[config.mk]
export PLATFORM = sky130hd
export DESIGN_NAME = dbr_ram
export DESIGN_NICKNAME = d
export VERILOG_FILES = /design/src/hdl/dedup_block_registry_core_macros.svh /design/src/hdl/dbr_ram.sv
export SDC_FILE = /design/constraint.sdc
export NUM_CORES = 1
export LEC_CHECK = 0
export BUFFER_PORTS_ARGS = -buffer_cell sky130_fd_sc_hd__buf_2
export CORE_MARGIN = 4
export CORE_UTILIZATION = 31
export CTS_CLUSTER_DIAMETER = 50
export DETAILED_ROUTE_END_ITERATION = 12
export SKIP_LAST_GASP = 1
export SLEW_MARGIN = 20
export SYNTH_ARGS = -nofsm -noshare
export SYNTH_HDL_FRONTEND = slang
export SYNTH_SLANG_ARGS = --single-unit
[constraint.sdc]
create_clock -name clk -period 1.9 [get_ports clk]
set_input_delay 0.475 -clock clk [delete_from_list [all_inputs] [get_ports clk]]
set_output_delay 0.475 -clock clk [all_outputs]
set_load 0.01 [all_outputs]
[src/hdl/dedup_block_registry_core_macros.svh]
// assertion macros for the dedup block registry
`ifndef DEDUP_BLOCK_REGISTRY_CORE_MACROS_SVH
`define DEDUP_BLOCK_REGISTRY_CORE_MACROS_SVH

// implication checked on every clock outside reset
`define DBR_ASSERT_IMP(lbl, ante, cons) \
    lbl: assert property (@(posedge clk) disable iff (!rst_n) (ante) |-> (cons)) \
        else $error("dbr implication check failed");

// condition that must never hold outside reset
`define DBR_ASSERT_NEVER(lbl, cond) \
    lbl: assert property (@(posedge clk) disable iff (!rst_n) !(cond)) \
        else $error("dbr forbidden condition seen");

`endif

[src/hdl/dbr_ram.sv]
`default_nettype none
module dbr_ram #(
    parameter int WIDTH = 8,
    parameter int DEPTH = 16
) (
    input  wire logic                     clk,
    input  wire logic                     wr_en,
    input  wire logic [$clog2(DEPTH)-1:0] wr_addr,
    input  wire logic [WIDTH-1:0]         wr_data,
    input  wire logic [$clog2(DEPTH)-1:0] rd_addr,
    output logic      [WIDTH-1:0]         rd_data
);

    logic [WIDTH-1:0] mem [DEPTH];

    always_ff @(posedge clk)
    begin
        if (wr_en)
        begin
            mem[wr_addr] <= wr_data;
        end
        rd_data <= mem[rd_addr];
    end

endmodule
`default_nettype wire

Word-level counts from Yosys, hierarchy flattened
Memories as Yosys holds them, arrays and structs flattened. A register that Yosys moved wholly into a read port is not among the register bits.
Cells that the tools add are included.
- add/subtract/negate cells: 0
- $mul: 0
- divide/modulo/power cells: 0
- $lt $le $gt $ge: 0
- equal/unequal tests: 0
- shift operators: 0
- mux-type cells: 2
- bitwise gates (word level): 0
- reductions and logical operators: 0
- operators with widths (operator ; count):
    1-bit two-way mux ; 2
- register bits after elaboration: 0
- latch bits: 0
- RAM bits: 128
- ROM bits: 0
- input port bits: 18
- output and inout port bits: 8
- word-level logic and storage cells: 3
- memories kept: 1
- memories (memory ; depth ; width ; rd ports ; clocked after Yosys merged registers in ; write ports ; line ; RTL):
    mem ; 16 ; 8 ; 1 ; 1 ; 1 ; dbr_ram.sv:14 ; logic [WIDTH-1:0] mem [DEPTH];

Longest topological paths before layout
- word-level depth: 2
- mapped depth: 5
- mapped depth without buffers: 3

Worst setup path before layout
No wires, ideal clock.
- path kind: input to register
- from: input wr_addr[2]
- to: memory mem[0][0] (enable)
- library setup time: 383 ps
- data arrival time: 1585 ps
- required time: 1517 ps
- setup slack: -68 ps
- cell stages on the path: 2
- path buffers: 0
- path through: or3b_2 nor3_1
- RTL lines (element ; line ; RTL):
    start: declaration ; dbr_ram.sv:8 ; input wire logic [$clog2(DEPTH)-1:0] wr_addr,
    end: declaration ; dbr_ram.sv:14 ;
No word-level cell before the write port.

==> flow_summary_export.csv <==
group,metric,value,unit
floorplan,num_rows,46,
flow_run,cap_violations,0,
yosys,yosysWarnings,0,
run_status,status,"completed",
routing,first_pass_iters,4,
worst_setup_path,crit_fanout,21,
pwr,peakVddDrop,658,uV
grt,first_global_vias,2623,
placed_design,place_ws,-0.0101,ns
grt,antenna_found_initial,2,
routing,routedWlPerCell,18.9,um
sta,hold_viol_final,0,
yosys,ys_seq_area_share,77.8,%
yosys,synth.top_cell.area_share,74.7,%
yosys,ys.flop_type,"edfxtp_1",
floorplan,io_pins,26,
sta,worstMarginPinSlew,0.711,ns
yosys,synth_cells,229,
layout,syn_to_final_growth,21.0,%
grt,gr-usage-met3,3.97,%
worst_setup_path,crit_required,2.18,ns
grt,overflow,0,
routing,via_per_inst,4.79,
clock_network,root_buffer,"clkbuf_16",
clock_network,cts_max_level,4,
clock_network,clkTransAtPathRegs,0.06,ns
yosys,syn-cell-area,0.00515,sq mm
clock_network,cts_hold_buf,0,
floorplan,core-area,0.0161,sq mm
worst_setup_path,slowest_delay,0.56,ns
layout,drive_gt1_share,32.0,%
worst_setup_path,crit_path_top_delay_cell,"mux4_1",
worst_setup_path,cp-start-kind,"primary input",
worst_setup_path,worstSetupPathType,"primary input to register",
clock_network,clockBufferDepth,2,
worst_setup_path,worst_r2r_endpoint,"rd_data[3]$_DFF_P_",
clock_network,cts_tree,"done",
sta,post-route-worst-setup-slack,0.428,ns
clock_network,cts_resized,0,
worst_setup_path,endpoint,"rd_data[3]$_DFF_P_",
yosys,syn_nets,247,
worst_setup_path,cp.arrival,1.75,ns
clock_network,insertion_delay,0.41,ns
min_path,worstHoldPathType,"primary input to register",
yosys,ys_async_sr_fraction,0,%
placed_design,portBuffers,25,
sta,finClkSkew,0.0123,ns
worst_setup_path,path_cells,"buf_2 > buf_12 > mux4_1 > a22oi_1 > nand2_1",
sta,fmax,679,MHz
sta,period_share,77.5,%
floorplan,initial_core_util,32.1,%
grt,grt_first_pass_wirelength,15400,um
yosys,synth_top_cells_by_area,"edfxtp_1 (75%), mux4_2 (7.9%), mux4_1 (7.1%)",
floorplan,die-area,0.0187,sq mm
sta,maxSlewHeadroom,52.4,%
worst_setup_path,worstSetupStartpoint,"rd_addr[0]",
grt,use_met1,14.8,%
yosys,ys_seq_elements,136,
yosys,synth_top_area_cell,"edfxtp_1",
worst_setup_path,rr_startpoint,"mem[1][3]$_DFFE_PP_",
routing,drc,0,
floorplan,die_y,137,um
sta,period_needed,1.47,ns
sta,fin_tns_setup,0,ns
routing,wirelength,9680,um
clock_network,post_cts_buffers,0,
layout,fin_util,38.8,%
yosys,synth_common_cells,"edfxtp_1 (128), mux4_2 (18), a22oi_1 (16)",
routing,via_count,2457,
clock_network,cts_made_buffers,17,
routing,drtAntennaViolNets,0,
floorplan,die_x,137,um
sta,final-setup-viol-count,0,
placed_design,globalplace.congestion,0.739,
yosys,ys_types,19,
clock_network,cts.sink_count,136,
yosys,post-synth-top-count-cell,"edfxtp_1",
pwr,powerDensity,1100,mW/mm^2
min_path,hold_start,"wr_data[2]",
grt,busiest_layer,"met2",
worst_setup_path,r2r_setup_slack,0.54,ns
sta,maxSlewViolCount,0,
worst_setup_path,r2r_cells,3,
placed_design,dp_hpwl,6670,um
pwr,p_leak,2.09,nW
grt,track_usage,11.5,%
grt,use_met2,18.2,%
layout,diodes,0,
sta,rsz0062_at_grt,"no",
worst_setup_path,end_kind,"register",
grt,grt_max_degree,22,
yosys,synth_edf_count,128,
yosys,syn_area_per_cell,22.5,sq um
layout,fin_nets,302,
routing,drt_iter0_markers,167,
-- worst min path at each step --
stage | slack (ns) | endpoint | cells past startpoint
after floorplan | 0.57 | mem[0][0]$_DFFE_PP_ | 0
after global placement | 0.65 | rd_data[2]$_DFF_P_ | 3
after detailed placement | 0.67 | rd_data[6]$_DFF_P_ | 3
after CTS | 0.44 | mem[6][3]$_DFFE_PP_ | 1
after global routing | 0.45 | mem[5][2]$_DFFE_PP_ | 1
final | 0.45 | mem[14][2]$_DFFE_PP_ | 1
-- flip-flops by register name, indices dropped and copies added, names as in the netlist --
register and count:
mem 128, rd_data 8
-- cells by family after synthesis --
group / after synthesis / share of synthesized area [%]
compound gates: 16 / 2.33
mux: 32 / 15.0
flops: 136 / 77.8
simple gates: 35 / 3.18
buf+inv: 10 / 1.68
-- per-stage QoR --
| stage | cells | area, sq um | power, W | hold slack (ns) |
|---|---|---|---|---|
| after floorplan | 229 | 5150 | 0.00361 | 0.574 |
| after detailed placement | 481 | 5640 | 0.00376 | 0.665 |
| final | 513 | 6230 | 0.00688 | 0.445 |
| after global placement | 481 | 5640 | 0.00375 | 0.654 |
| after global routing | 513 | 6230 | 0.00710 | 0.449 |
| after CTS | 513 | 6230 | 0.00695 | 0.437 |
-- cells in the final DEF (no fill, tap or decap) --
| master | count |
|---|---|
| mux4_2 | 18 |
| clkinv_1 | 3 |
| edfxtp_1 | 128 |
| a22oi_1 | 16 |
| nor2b_1 | 1 |
| nand3b_1 | 2 |
| nand3_1 | 1 |
| nand2b_1 | 2 |
| clkbuf_16 | 17 |
| buf_4 | 19 |
| clkinv_4 | 1 |
| mux4_1 | 14 |
| and2b_1 | 1 |
| nor3_2 | 1 |
| clkinvlp_4 | 4 |
| and2_1 | 1 |
| bufinv_16 | 3 |
| or3b_2 | 1 |
| nor2_1 | 13 |
| buf_2 | 25 |
| clkinv_2 | 4 |
| dfxtp_1 | 8 |
| buf_12 | 2 |
| nor3_1 | 3 |
| nand2_1 | 9 |
-- power by group --
part	total [W]	internal, W	switching, W	leakage (nW)
clock network	0.00319	0.00204	0.00115	0.277
registers	0.00338	0.00336	0.0000208	1.22
logic	0.000314	0.000137	0.000176	0.591
total	0.00688	0.00553	0.00135	2.09
-- layout make-up --
| cell class | count | area [sq um] |
|---|---|---|
| flip-flops and latches | 136 | 4000 |
| multi-input cells | 83 | 1060 |
| clock buffers | 17 | 425 |
| fillers | 1421 | 9830 |
| clock inverters | 15 | 160 |
| repair buffers | 46 | 308 |
| well taps | 216 | 270 |
-- critical path: cells and delay by family --
kind / cells / cell delay, ns
simple gates: 1 / 0.12
compound gates: 1 / 0.27
mux: 1 / 0.56
buf+inv: 2 / 0.30
-- per-layer routing --
metal / up-vias / routed length [um]
met5: - / 21
met4: 4 / 70
met3: 13 / 551
met2: 61 / 4820
met1: 1291 / 4220
li1: 1088 / -
Note: power is estimated with default switching activity, not from simulation.
